==> src/hw/rtl/rpd_pkg.sv <==
// ----------------------------------------------------------------------------
// rpd_pkg: shared constants and types of the RMS pixel difference block
// Widths of the accumulator, divider and square root unit, register indexes
// and the status struct that the iterative units report with.
// ----------------------------------------------------------------------------
package rpd_pkg;

  localparam int MAX_DIM   = 4096;
  localparam int FRAC_BITS = 8;

  localparam int COLOUR_W  = 8;
  localparam int SQ_W      = 2 * COLOUR_W;
  localparam int DIM_W     = 13;
  localparam int SIDE_W    = $clog2(MAX_DIM + 1);
  localparam int MAX_TOTAL = MAX_DIM * MAX_DIM;
  localparam int CNT_W     = $clog2(MAX_TOTAL + 1);
  localparam int DEN_W     = $clog2(3 * MAX_TOTAL + 1);

  localparam longint SQ_MAX  = longint'((2 ** COLOUR_W - 1) * (2 ** COLOUR_W - 1));
  localparam longint MAX_SUM = 3 * SQ_MAX * longint'(MAX_TOTAL);
  localparam int SUM_W       = $clog2(MAX_SUM + 1);

  // The mean of the squared differences stays below 2^SQ_W, so the scaled
  // quotient needs SQ_W + 2*FRAC_BITS bits and its root half of that.
  localparam int QUOT_W = SQ_W + 2 * FRAC_BITS;
  localparam int ROOT_W = QUOT_W / 2;
  localparam int RMS_W  = 16;

  localparam int CFG_IDX_W = 2;
  localparam logic [CFG_IDX_W-1:0] REG_FIRST_WIDTH   = 2'd0;
  localparam logic [CFG_IDX_W-1:0] REG_FIRST_HEIGHT  = 2'd1;
  localparam logic [CFG_IDX_W-1:0] REG_SECOND_WIDTH  = 2'd2;
  localparam logic [CFG_IDX_W-1:0] REG_SECOND_HEIGHT = 2'd3;

  typedef struct packed {
    logic busy;
    logic done;
  } unit_status_t;

endpackage

==> src/hw/rtl/rpd_lane.sv <==
// ----------------------------------------------------------------------------
// rpd_lane: one colour lane
// Registers the square of the absolute difference of two colour components.
// ----------------------------------------------------------------------------
module rpd_lane (
  input  logic                          clk,
  input  logic                          load,
  input  logic [rpd_pkg::COLOUR_W-1:0]  one,
  input  logic [rpd_pkg::COLOUR_W-1:0]  two,
  output logic [rpd_pkg::SQ_W-1:0]      square
);

  logic [rpd_pkg::COLOUR_W-1:0] diff;

  assign diff = (one >= two) ? (one - two) : (two - one);

  always_ff @(posedge clk) begin
    if (load) begin
      square <= rpd_pkg::SQ_W'(diff * diff);
    end
  end

endmodule

==> src/hw/rtl/rpd_divider.sv <==
// ----------------------------------------------------------------------------
// rpd_divider: restoring divider for the scaled mean
// Works out floor(num * 4^FRAC_BITS / den), one quotient bit per cycle.
// ----------------------------------------------------------------------------
module rpd_divider (
  input  logic                        clk,
  input  logic                        rst,
  input  logic                        start,
  input  logic [rpd_pkg::SUM_W-1:0]   num,
  input  logic [rpd_pkg::DEN_W-1:0]   den,
  output rpd_pkg::unit_status_t       status,
  output logic [rpd_pkg::QUOT_W-1:0]  quot
);

  localparam int NUM_W = rpd_pkg::SUM_W + 2 * rpd_pkg::FRAC_BITS;
  localparam int CW    = $clog2(rpd_pkg::QUOT_W + 1);

  logic [NUM_W-1:0]            scaled;
  logic [rpd_pkg::DEN_W-1:0]   rem;
  logic [rpd_pkg::DEN_W-1:0]   divisor;
  logic [rpd_pkg::QUOT_W-1:0]  shreg;
  logic [CW-1:0]               count;
  logic                        busy;
  logic                        done;
  logic [rpd_pkg::DEN_W:0]     trial;
  logic                        ge;

  assign scaled = NUM_W'(num) << (2 * rpd_pkg::FRAC_BITS);
  assign trial  = {rem, shreg[rpd_pkg::QUOT_W-1]};
  assign ge     = trial >= {1'b0, divisor};

  // The quotient is known to fit in QUOT_W bits, so the bits of the scaled
  // numerator above them are already smaller than the divisor.
  always_ff @(posedge clk) begin
    if (start) begin
      rem     <= rpd_pkg::DEN_W'(scaled >> rpd_pkg::QUOT_W);
      shreg   <= scaled[rpd_pkg::QUOT_W-1:0];
      divisor <= den;
    end else if (busy) begin
      rem   <= ge ? rpd_pkg::DEN_W'(trial - {1'b0, divisor}) : rpd_pkg::DEN_W'(trial);
      shreg <= {shreg[rpd_pkg::QUOT_W-2:0], ge};
    end
  end

  always_ff @(posedge clk) begin
    if (rst) begin
      busy  <= 1'b0;
      done  <= 1'b0;
      count <= '0;
    end else begin
      done <= 1'b0;
      if (start) begin
        busy  <= 1'b1;
        count <= CW'(rpd_pkg::QUOT_W);
      end else if (busy) begin
        count <= count - CW'(1);
        if (count == CW'(1)) begin
          busy <= 1'b0;
          done <= 1'b1;
        end
      end
    end
  end

  assign status.busy = busy;
  assign status.done = done;
  assign quot        = shreg;

endmodule

==> src/hw/rtl/rpd_sqrt.sv <==
// ----------------------------------------------------------------------------
// rpd_sqrt: digit-by-digit integer square root
// Produces one root bit per cycle and holds the result until it is taken.
// ----------------------------------------------------------------------------
module rpd_sqrt (
  input  logic                        clk,
  input  logic                        rst,
  input  logic                        start,
  input  logic [rpd_pkg::QUOT_W-1:0]  radicand,
  input  logic                        ack,
  output rpd_pkg::unit_status_t       status,
  output logic [rpd_pkg::ROOT_W-1:0]  root
);

  localparam int CW = $clog2(rpd_pkg::ROOT_W + 1);

  logic [rpd_pkg::QUOT_W-1:0]  rad;
  logic [rpd_pkg::ROOT_W+1:0]  rem;
  logic [rpd_pkg::ROOT_W+1:0]  acc;
  logic [rpd_pkg::ROOT_W+1:0]  trial;
  logic                        ge;
  logic [CW-1:0]               count;
  logic                        busy;
  logic                        held;

  // Before a shift the remainder is at most twice the partial root, which
  // still has a free top bit, so dropping its two upper bits loses nothing.
  assign acc   = {rem[rpd_pkg::ROOT_W-1:0], rad[rpd_pkg::QUOT_W-1 -: 2]};
  assign trial = {root, 2'b01};
  assign ge    = acc >= trial;

  always_ff @(posedge clk) begin
    if (start) begin
      rad  <= radicand;
      rem  <= '0;
      root <= '0;
    end else if (busy) begin
      rad  <= rad << 2;
      rem  <= ge ? (acc - trial) : acc;
      root <= {root[rpd_pkg::ROOT_W-2:0], ge};
    end
  end

  always_ff @(posedge clk) begin
    if (rst) begin
      busy  <= 1'b0;
      held  <= 1'b0;
      count <= '0;
    end else begin
      if (ack) begin
        held <= 1'b0;
      end
      if (start) begin
        busy  <= 1'b1;
        count <= CW'(rpd_pkg::ROOT_W);
      end else if (busy) begin
        count <= count - CW'(1);
        if (count == CW'(1)) begin
          busy <= 1'b0;
          held <= 1'b1;
        end
      end
    end
  end

  assign status.busy = busy;
  assign status.done = held;

endmodule

==> src/hw/rtl/rms_pixel_difference.sv <==
// ----------------------------------------------------------------------------
// rms_pixel_difference: root mean square difference of two RGB images
// Accumulates squared colour differences over the overlap of two images and
// reports the truncated 8.8 root mean square difference once per frame.
// ----------------------------------------------------------------------------
// Usage: write the four image sizes on the configuration port (cfg_ready is
// always high) while the block is idle; the pixel channel stalls for one
// cycle after each write while the overlap size settles. Pixel pairs enter
// on the pix channel, one item per cycle while pix_stall is low, through
// three colour lanes whose squares a merge adder sums into an exact
// accumulator. The item that completes the overlap closes the frame: the
// pixel channel then stalls while a restoring divider and a square root
// unit run; the result item is offered once the root is done and the output
// register is free, and the next pixel item can be accepted in the same
// cycle as the result item is offered. The result goes to an output
// register; the next frame may start streaming while it waits on
// res_stall, and only a further frame end stalls until that result is taken.
// Reset clears the sum, the pixel count and all handshake state and sets
// every size to one pixel.
// ----------------------------------------------------------------------------
module rms_pixel_difference (
  input  logic                           clk,
  input  logic                           rst,

  input  logic                           cfg_valid,
  output logic                           cfg_ready,
  input  logic [rpd_pkg::CFG_IDX_W-1:0]  cfg_index,
  input  logic [rpd_pkg::DIM_W-1:0]      cfg_data,

  input  logic                           pix_valid,
  output logic                           pix_stall,
  input  logic [rpd_pkg::COLOUR_W-1:0]   red_one,
  input  logic [rpd_pkg::COLOUR_W-1:0]   green_one,
  input  logic [rpd_pkg::COLOUR_W-1:0]   blue_one,
  input  logic [rpd_pkg::COLOUR_W-1:0]   red_two,
  input  logic [rpd_pkg::COLOUR_W-1:0]   green_two,
  input  logic [rpd_pkg::COLOUR_W-1:0]   blue_two,

  output logic                           res_valid,
  input  logic                           res_stall,
  output logic [rpd_pkg::RMS_W-1:0]      rms_value,
  output logic                           size_mismatch
);

  localparam int EXT_W = (rpd_pkg::ROOT_W > rpd_pkg::RMS_W) ? rpd_pkg::ROOT_W
                                                             : rpd_pkg::RMS_W;

  function automatic logic [rpd_pkg::SIDE_W-1:0] clamp_dim(
    input logic [rpd_pkg::DIM_W-1:0] v
  );
    logic [rpd_pkg::SIDE_W-1:0] r;
    if (v == '0) begin
      r = rpd_pkg::SIDE_W'(1);
    end else if (32'(v) > rpd_pkg::MAX_DIM) begin
      r = rpd_pkg::SIDE_W'(rpd_pkg::MAX_DIM);
    end else begin
      r = rpd_pkg::SIDE_W'(v);
    end
    return r;
  endfunction

  function automatic logic far_apart(
    input logic [rpd_pkg::SIDE_W-1:0] a,
    input logic [rpd_pkg::SIDE_W-1:0] b
  );
    logic [rpd_pkg::SIDE_W-1:0] d;
    d = (a >= b) ? (a - b) : (b - a);
    return d > rpd_pkg::SIDE_W'(1);
  endfunction

  // Configuration registers and the derived overlap size.
  logic [rpd_pkg::DIM_W-1:0]   first_width;
  logic [rpd_pkg::DIM_W-1:0]   first_height;
  logic [rpd_pkg::DIM_W-1:0]   second_width;
  logic [rpd_pkg::DIM_W-1:0]   second_height;
  logic [rpd_pkg::SIDE_W-1:0]  w1, h1, w2, h2, min_w, min_h;
  logic [rpd_pkg::CNT_W-1:0]   total;
  logic                        mismatch;
  logic                        settle;
  logic                        cfg_write;

  assign cfg_ready = 1'b1;
  assign cfg_write = cfg_valid & cfg_ready;

  always_ff @(posedge clk) begin
    if (rst) begin
      first_width   <= rpd_pkg::DIM_W'(1);
      first_height  <= rpd_pkg::DIM_W'(1);
      second_width  <= rpd_pkg::DIM_W'(1);
      second_height <= rpd_pkg::DIM_W'(1);
    end else if (cfg_write) begin
      unique case (cfg_index)
        rpd_pkg::REG_FIRST_WIDTH:   first_width   <= cfg_data;
        rpd_pkg::REG_FIRST_HEIGHT:  first_height  <= cfg_data;
        rpd_pkg::REG_SECOND_WIDTH:  second_width  <= cfg_data;
        rpd_pkg::REG_SECOND_HEIGHT: second_height <= cfg_data;
        default: ;
      endcase
    end
  end

  assign w1    = clamp_dim(first_width);
  assign h1    = clamp_dim(first_height);
  assign w2    = clamp_dim(second_width);
  assign h2    = clamp_dim(second_height);
  assign min_w = (w1 <= w2) ? w1 : w2;
  assign min_h = (h1 <= h2) ? h1 : h2;

  // The overlap product is registered; pixels are held off for the cycle
  // after a write so that no item sees a stale size.
  always_ff @(posedge clk) begin
    if (rst) begin
      total    <= rpd_pkg::CNT_W'(1);
      mismatch <= 1'b0;
      settle   <= 1'b0;
    end else begin
      total    <= rpd_pkg::CNT_W'(min_w * min_h);
      mismatch <= far_apart(w1, w2) | far_apart(h1, h2);
      settle   <= cfg_write;
    end
  end

  // Pixel acceptance and counting.
  logic                        pix_take;
  logic [rpd_pkg::CNT_W-1:0]   pixel_count;
  logic [rpd_pkg::CNT_W-1:0]   count_next;
  logic                        last;
  logic [rpd_pkg::CNT_W-1:0]   frame_count;
  logic                        frame_mismatch;
  logic                        lane_valid;
  logic                        lane_last;
  rpd_pkg::unit_status_t       div_st;
  rpd_pkg::unit_status_t       sq_st;

  assign pix_stall  = settle | (lane_valid & lane_last) | div_st.busy | div_st.done
                    | sq_st.busy | sq_st.done;
  assign pix_take   = pix_valid & ~pix_stall;
  assign count_next = pixel_count + rpd_pkg::CNT_W'(1);
  assign last       = count_next >= total;

  always_ff @(posedge clk) begin
    if (rst) begin
      pixel_count <= '0;
      lane_valid  <= 1'b0;
      lane_last   <= 1'b0;
    end else begin
      lane_valid <= pix_take;
      if (pix_take) begin
        pixel_count <= last ? '0 : count_next;
        lane_last   <= last;
      end
    end
  end

  always_ff @(posedge clk) begin
    if (pix_take && last) begin
      frame_count    <= count_next;
      frame_mismatch <= mismatch;
    end
  end

  logic [rpd_pkg::SQ_W-1:0] sq_red, sq_green, sq_blue;

  rpd_lane u_lane_red (
    .clk    (clk),
    .load   (pix_take),
    .one    (red_one),
    .two    (red_two),
    .square (sq_red)
  );

  rpd_lane u_lane_green (
    .clk    (clk),
    .load   (pix_take),
    .one    (green_one),
    .two    (green_two),
    .square (sq_green)
  );

  rpd_lane u_lane_blue (
    .clk    (clk),
    .load   (pix_take),
    .one    (blue_one),
    .two    (blue_two),
    .square (sq_blue)
  );

  // Merge stage: the three lane squares go into the frame sum.
  logic [rpd_pkg::SUM_W-1:0]  squared_sum;
  logic [rpd_pkg::SUM_W-1:0]  sum_next;
  logic [rpd_pkg::DEN_W-1:0]  den;
  logic                       div_start;

  assign sum_next  = squared_sum + rpd_pkg::SUM_W'(sq_red) + rpd_pkg::SUM_W'(sq_green)
                   + rpd_pkg::SUM_W'(sq_blue);
  assign div_start = lane_valid & lane_last;
  assign den       = rpd_pkg::DEN_W'({frame_count, 1'b0}) + rpd_pkg::DEN_W'(frame_count);

  always_ff @(posedge clk) begin
    if (rst) begin
      squared_sum <= '0;
    end else if (lane_valid) begin
      squared_sum <= lane_last ? '0 : sum_next;
    end
  end

  logic [rpd_pkg::QUOT_W-1:0] quot;
  logic [rpd_pkg::ROOT_W-1:0] root;
  logic [EXT_W-1:0]           root_ext;
  logic                       res_load;

  rpd_divider u_divider (
    .clk    (clk),
    .rst    (rst),
    .start  (div_start),
    .num    (sum_next),
    .den    (den),
    .status (div_st),
    .quot   (quot)
  );

  rpd_sqrt u_sqrt (
    .clk      (clk),
    .rst      (rst),
    .start    (div_st.done),
    .radicand (quot),
    .ack      (res_load),
    .status   (sq_st),
    .root     (root)
  );

  assign res_load = sq_st.done & (~res_valid | ~res_stall);
  assign root_ext = EXT_W'(root);

  always_ff @(posedge clk) begin
    if (rst) begin
      res_valid <= 1'b0;
    end else if (res_load) begin
      res_valid <= 1'b1;
    end else if (!res_stall) begin
      res_valid <= 1'b0;
    end
  end

  always_ff @(posedge clk) begin
    if (res_load) begin
      rms_value     <= (root_ext > EXT_W'({rpd_pkg::RMS_W{1'b1}}))
                     ? {rpd_pkg::RMS_W{1'b1}} : rpd_pkg::RMS_W'(root_ext);
      size_mismatch <= frame_mismatch;
    end
  end

  // No pixel may enter while a frame result is still being worked out.
  assert property (@(posedge clk) disable iff (rst)
    pix_take |-> !(div_st.busy || sq_st.busy))
    else $error("pixel item accepted while the frame result is in progress");

  // The root unit must be free whenever the divider hands over a quotient.
  assert property (@(posedge clk) disable iff (rst)
    div_st.done |-> !(sq_st.busy || sq_st.done))
    else $error("divider finished while the root unit was occupied");

  // A fresh result only appears after the root unit held one.
  assert property (@(posedge clk) disable iff (rst)
    $rose(res_valid) |-> $past(sq_st.done))
    else $error("result item raised without a finished root");

  // The divider starts only after the closing item of a frame.
  assert property (@(posedge clk) disable iff (rst)
    div_st.busy && !$past(div_st.busy) |-> $past(lane_valid && lane_last))
    else $error("divider started without a closing item");

endmodule

==> config.mk <==
export PLATFORM = sky130hd
export DESIGN_NAME = rms_pixel_difference
export DESIGN_NICKNAME = d
export VERILOG_FILES = /design/src/hw/rtl/rpd_pkg.sv /design/src/hw/rtl/rpd_lane.sv /design/src/hw/rtl/rpd_divider.sv /design/src/hw/rtl/rpd_sqrt.sv /design/src/hw/rtl/rms_pixel_difference.sv
export SDC_FILE = /design/constraint.sdc
export NUM_CORES = 2
export LEC_CHECK = 0
export BUFFER_PORTS_ARGS = -buffer_cell sky130_fd_sc_hd__buf_2
export CAP_MARGIN = 20
export CORE_MARGIN = 2
export CORE_UTILIZATION = 30
export CTS_CLUSTER_DIAMETER = 50
export DETAILED_ROUTE_END_ITERATION = 16
export GPL_ROUTABILITY_DRIVEN = 0
export PLACE_DENSITY = 0.52
export SLEW_MARGIN = 10
export SYNTH_ARGS = -nofsm -noshare
export SYNTH_HDL_FRONTEND = slang
export SYNTH_SLANG_ARGS = --single-unit
==> constraint.sdc <==
create_clock -name clk -period 13.9 [get_ports clk]
set_input_delay 0.695 -clock clk [delete_from_list [all_inputs] [get_ports clk]]
set_output_delay 0.695 -clock clk [all_outputs]
set_load 0.02 [all_outputs]
Yosys cells after proc, flatten, opt, wreduce, memory -nomap -nowiden
Index checks and enable logic that the tools add are counted.
Word-level totals
  register bits: 403
  bits of input ports: 68
  output and inout bits: 20
  word-level logic and storage cells: 151
Operators by class
  $add $sub $neg: 19
  $mul: 4
  magnitude comparators: 17
  equal/unequal tests: 6
  mux-type cells: 42
  bitwise logic cells: 14
  reductions and logical operators: 15
Operators with widths (number)
  13-bit two-way mux: 12
  32-bit two-way mux: 4
  42-bit by 16-bit adder with 42-bit output: 3
  26-bit two-way mux: 3
  13-bit > comparator, second input constant: 4
  13-bit logical NOT: 4
  13-bit subtractor: 4
  8-bit by 8-bit multiplier with 16-bit output: 3
  8-bit subtractor: 6
  42-bit two-way mux: 1
  27-bit by 26-bit greater-or-equal comparator with 1-bit output: 1
  26-bit by 25-bit adder with 26-bit output: 1
  13-bit greater-or-equal comparator: 2
  13-bit by 1-bit > comparator with 1-bit output, second input constant: 2
  13-bit <= comparator: 2
  26-bit subtractor: 1
  25-bit by 1-bit adder with 25-bit output, second input constant: 1
  25-bit greater-or-equal comparator: 1
  13-bit by 13-bit multiplier with 25-bit output: 1
  25-bit two-way mux: 1
  8-bit greater-or-equal comparator: 3
  8-bit two-way mux: 3
  18-bit greater-or-equal comparator: 1
  16-bit > comparator, second input constant: 1
  21 further kinds: 52

Depth between registers and ports, before layout
  depth after elaboration: 9
  mapped depth: 35
  mapped depth without buffers: 33

By module
A second synthesis with hierarchy kept.
Second synthesis, totals
  cells, all modules: 4050
  area, all modules: 36457.5 µm²
By module, submodules not included
  rms_pixel_difference: times used 1, cells each 2261, area each 18968.2 µm², sequential area each 4274.1 µm²
  rpd_lane: times used 3, cells each 295, area each 2768.9 µm², sequential area each 450.4 µm²
  rpd_divider: times used 1, cells each 526, area each 5255.0 µm², sequential area each 2522.4 µm²
  rpd_sqrt: times used 1, cells each 378, area each 3927.5 µm², sequential area each 1741.7 µm²

Least setup slack after synthesis
No wires, ideal clock.
  path kind: reg2reg
  start: register second_width[12] (netlist bit)
  end: register total[23] (netlist bit)
  setup time: 0.078 ns
  arrival time: 7.751 ns
  data required time: 13.822 ns
  setup slack: 6.071 ns
  stages on the path, launching flop included: 33
  buffers on the path: 3
  clock period less this slack: 7.829 ns
  cells stage by stage: dfxtp_1 > inv_1 > clkbuf_1 > nand2_1 > ha_1 > and3_1 > o21ai_0 > o22ai_1 > a21oi_1 > a21oi_1 > clkbuf_1 > clkbuf_1 > a21o_1 > nand2_1 > fa_1 > fa_1 > inv_1 > ha_1 > ha_1 > inv_1 > fa_1 > inv_1 > ha_1 > a21o_1 > a21oi_1 > o21bai_1 > a2111oi_0 > o31ai_1 > o21ai_0 > o21ai_0 > or4_1 > and3_1 > nor3_1
Between the ends
  longest elaborated chain between the ends: 6
  elaborated cells between the ends (all ways): 7
  those cells by class: mul: 1; order compare: 2; mux: 3; reduce/logical: 1
Ends and longest elaborated chain
  start: declaration: line rms_pixel_difference.sv:74  | logic [rpd_pkg::DIM_W-1:0] second_width;
  start signal: assignment: line rms_pixel_difference.sv:89  | second_width <= rpd_pkg::DIM_W'(1);
  start signal: assignment: line rms_pixel_difference.sv:95  | rpd_pkg::REG_SECOND_WIDTH: second_width <= cfg_data;
  13-bit > comparator: line rms_pixel_difference.sv:54  | end else if (32'(v) > rpd_pkg::MAX_DIM) begin
  13-bit two-way mux: line rms_pixel_difference.sv:54
  13-bit two-way mux *: line rms_pixel_difference.sv:52  | if (v == '0) begin
  13-bit <= comparator: line rms_pixel_difference.sv:106  | assign min_w = (w1 <= w2) ? w1 : w2;
  13-bit two-way mux *: line rms_pixel_difference.sv:106
  13-bit by 13-bit multiplier with 25-bit output *: line rms_pixel_difference.sv:117  | total <= rpd_pkg::CNT_W'(min_w * min_h);
  end signal: assignment: line rms_pixel_difference.sv:113  | total <= rpd_pkg::CNT_W'(1);
  end signal: assignment: line rms_pixel_difference.sv:117
  end: declaration: line rms_pixel_difference.sv:77  | logic [rpd_pkg::CNT_W-1:0] total;
Mark *: on every way between the ends. The rest lies on a longest branch, timed or not.
A chain may end at the register's enable or synchronous reset.

Final worst setup path
Same ends and word-level chain as after synthesis.

==> flow_results.org <==
** Logic synthesis
- The synthesized design contains between 150 and 200 enable-type register cells.
- The mapped netlist covers between 0.03 and 0.04 mm^2.
- Cell accounting for the most synthesized area :: edfxtp_1
- After technology mapping, the gate count stands at 4,041.
- Sorting the synthesized cells by how often they occur yields 525 x inv_1, 387 x nand2_1, 372 x ha_1, 353 x nor2_1, 248 x a21oi_1.
- Number of flip-flops and latches in the synthesized netlist :: 400
- The top cell type by area accounts for 15.6% of the synthesized area.
- Most common cell in the netlist :: inv_1
- Averaged over all synthesized cells, the footprint is 8.94 um^2.
- Nets in the synthesized netlist :: 4,718
- Yosys warning total :: 0
- For this run, asynchronously set or reset flops after synthesis account for 0%.
- Top area cells in the synthesized netlist :: edfxtp_1 16%, fa_1 13%, ha_1 13%, dfxtp_1 12%, inv_1 5.5%
- For this run, the leading register cell type out of synthesis is dfxtp_1.
- Sequential cells were found to cover 27.4% of the synthesized design area.
- Netlist cell types :: 96

** Timing
- The final critical path takes up slightly below 70% of the cycle.
- Setup-violating endpoint count in the final report :: 0
- Clock period minus worst slack :: 9.38 ns
- Setup repair after global routing missed its margin :: false
- The hold violation count in the final report is 0.
- Across the routed clock network, the largest skew measured is 0.0375 ns.
- Slew at the pin closest to its max-slew limit :: 1.09 ns
- Timing would allow up to 0.107 GHz.
- In this run the tightest slew margin relative to its limit is between 20% and 30%.
- Summed negative setup slack over all endpoints :: 0 ns
- The worst path meets setup with 4.52 ns of slack.
- Count of pins over their slew limit :: 0

** Clocking
- The clock passes through at most 3 buffers.
- Clock tree from TritonCTS :: built
- Clock tree sinks :: 400
- Cell chosen for the clock root :: clkbuf_16
- Clock latency on the worst-skew pair, taken at its later pin, is 0.64 ns.
- After clock tree synthesis, the flow added hold-fix buffers numbering 0.
- Clock-pin slew was measured on the worst setup and hold paths at ~0.060 ns.
- The clock tree synthesis step divided the H-tree into 2 levels.
- The number of clock buffers added by TritonCTS is 57.
- Buffers inserted during post-CTS setup optimization :: 0
- Resize count post-CTS :: 0

** Placement
- Summed over all nets, the half-perimeter wirelength after detailed placement is roughly 69,000 um.
- Once placement finished, the instance area stood at 0.0384 mm^2.
- Minimum setup slack after placement :: 4.65 ns
- Dpl cells :: between 5,000 and 6,000
- Count of buffers from port buffering :: 86

** Die
- The die is 351 um wide.
- The floorplan step defined a core boundary enclosing approximately 0.12 mm^2.
- Core Rows :: 127
- In this run the vertical extent of the chip is 351 um.
- For this configuration, the core starts out at a cell density of 30.2%.
- Total die area :: 0.123 mm^2
- Top-Level Pins :: 88

** Status
- Run status :: completed

** Cells and area
- Final non-filler cell total :: between 5,000 and 6,000
- Cells fill between 30% and 40% of the core in the end.
- # fillers :: 12,300
- The post-route netlist has between 8 and 9% of its cells at a drive strength greater than 1.
- Layout net count :: 4,771
- 0 antenna diodes ended up in the layout.
- After routing the design area is just over 0.04 mm^2.
- From synthesis to final layout, the design area changed by 11.8%.

** Critical path
- By startpoint and endpoint, the worst setup path is classified as reg -> reg.
- Logic depth of the worst register-to-register path :: 29
- Largest fanout on the critical path :: 25
- The cell family contributing the most delay on the critical path is adder cells.
- Logic depth of the worst path, buffers included :: 29
- Origin of the worst setup path :: second_width[12]
- Endpoint of the most critical register-to-register path :: total[23]
- The worst register-to-register path begins at second_width[12].
- Across all register-to-register paths, the minimum setup slack is 4.52 ns.
- Slowest cell on the critical path :: a2111oi_0
- Arrival time at the worst endpoint :: 9.93 ns
- STA puts the critical path data required time at 14.45 ns.
- Critical path buffer and inverter count :: 6
- On the worst path, the slowest cell contributes a delay of approximately 0.7 ns.
- Nature of the critical path startpoint :: flip-flop
- Endpoint of the most critical setup path :: total[23]
- Sort of element at the end of the critical path :: flip-flop

** Route
- Drt pass-1 iters :: 5
- Across all layers, the routed design uses 27,800 vias.
- In this run, the number of DRC markers left after iteration 0 of detailed routing was roughly 1,700.
- Average wire per cell in the routed design :: 15.6 um
- Remaining design rule violation count :: 0
- Sum of routed wire length over all layers :: 89,900 um
- Post-detailed-route via-to-cell ratio :: 4.83
- Number of routed nets with antenna violations :: 0

** Global routing
- Global-route wire length before repair :: around 150,000 um
- The number of global-route vias before repair is 27,400.
- All-Layer GR Usage :: between 10% and 20%
- Leftover overflow at the end of global routing :: 0
- Initial antenna violation count :: 3
- Maximum number of pins on one net before global-route repair :: 119

** Power
- Static leakage power :: 0.0177 uW
- The worst-case IR drop observed on VDD is about 0.15 mV.
- In this run the power density over the cells is around 190 mW/mm^2.

** Min path
- Worst hold start :: res_stall
- The worst hold path belongs to the class in -> reg.

** Run
- MaxCap Viol Count :: 0
layout make-up:
type	count	area (um^2)	area share, %
Multi-Input combinational cell	2985	23800	58.8
Sequential cell	400	9890	24.5
Tap cell	1612	2020	4.99
Inverter	527	1980	4.90
Clock buffer	67	1550	3.83
Timing Repair Buffer	123	718	1.78
Clock inverter	41	484	1.20
worst reg2reg max path, delay by kind of cell, from the launching register on:
kind	cells	cell delay [ns]
flops	1	0.34
compound gates	10	3.44
simple gates	6	1.15
buf+inv	6	0.89
fa+ha+maj	7	3.47
metrics by stage:
step	hold WS [ns]	power, uW
after floorplan	0.386	5210
after global placement	0.392	6220
after detailed placement	0.395	6240
after CTS	0.283	7840
after global routing	0.336	8490
final	0.332	7720
kinds of logic (layout without fill, tap and decap cells):
| logic type | count (synthesis) | after routing | synth area share, % |
|---|---|---|---|
| simple gates | 1275 | 1275 | 16.8 |
| compound gates | 736 | 736 | 13.3 |
| buf+inv | 656 | 758 | 6.98 |
| fa+ha+maj | 609 | 609 | 26.0 |
| flops | 400 | 400 | 27.4 |
| xor+xnor | 209 | 209 | 5.11 |
| mux | 154 | 154 | 4.46 |
| other cells | 2 | 2 | 0.0208 |
worst min path at each step:
stage	endpoint	cells after the start	slack, ns
3_5_place_dp	frame_mismatch	0	0.39
3_3_place_gp	frame_mismatch	0	0.39
4_1_cts	res_valid	3	0.28
2_1_floorplan	frame_mismatch	0	0.39
5_1_grt	res_valid	3	0.34
6_report	res_valid	3	0.33
placed cells by master (no fill, tap or decap), drive strengths merged, types with 29 or more instances in the layout:
| cell | instances |
|---|---|
| inv | 542 |
| nand2 | 387 |
| ha | 372 |
| nor2 | 353 |
| a21oi | 248 |
| fa | 237 |
| dfxtp | 212 |
| edfxtp | 188 |
| xnor2 | 146 |
| o21ai | 134 |
| buf | 123 |
| mux2i | 108 |
| nand3 | 103 |
| nor2b | 84 |
| nor3 | 73 |
| a21o | 68 |
| clkbuf | 67 |
| xor2 | 63 |
| nand2b | 56 |
| mux2 | 45 |
| and3 | 38 |
| o21a | 34 |
| o21bai | 29 |
| o211ai | 29 |
flip-flops by register name (all words and copies together), names as in the netlist, 5 cells and up:
| register | count |
|---|---|
| u_divider.divisor | 26 |
| first_width | 13 |
| u_divider.rem | 26 |
| squared_sum | 42 |
| second_height | 13 |
| u_sqrt.root | 16 |
| frame_count | 25 |
| u_sqrt.rem | 16 |
| first_height | 13 |
| u_sqrt.rad | 32 |
| u_divider.count | 6 |
| u_divider.quot | 32 |
| total | 25 |
| rms_value | 16 |
| u_lane_blue.square | 15 |
| u_lane_red.square | 15 |
| u_sqrt.count | 5 |
| u_lane_green.square | 15 |
| pixel_count | 25 |
| second_width | 13 |
power breakdown:
| group | leakage [uW] | switching [uW] | internal [uW] |
|---|---|---|---|
| clock | 0.000990 | 610 | 928 |
| combinational | 0.0132 | 2570 | 1970 |
| sequential | 0.00345 | 84.2 | 1550 |
metal layers:
layer	up-vias	share of wire, %	GRT usage [%]
li1	13900	-	-
met1	13400	50	21.5
met2	457	43	22.8
met3	93	4.5	1.80
met4	2	1.7	2.93
met5	-	0.014	0
No activity file was read; power rests on OpenSTA's default activity.
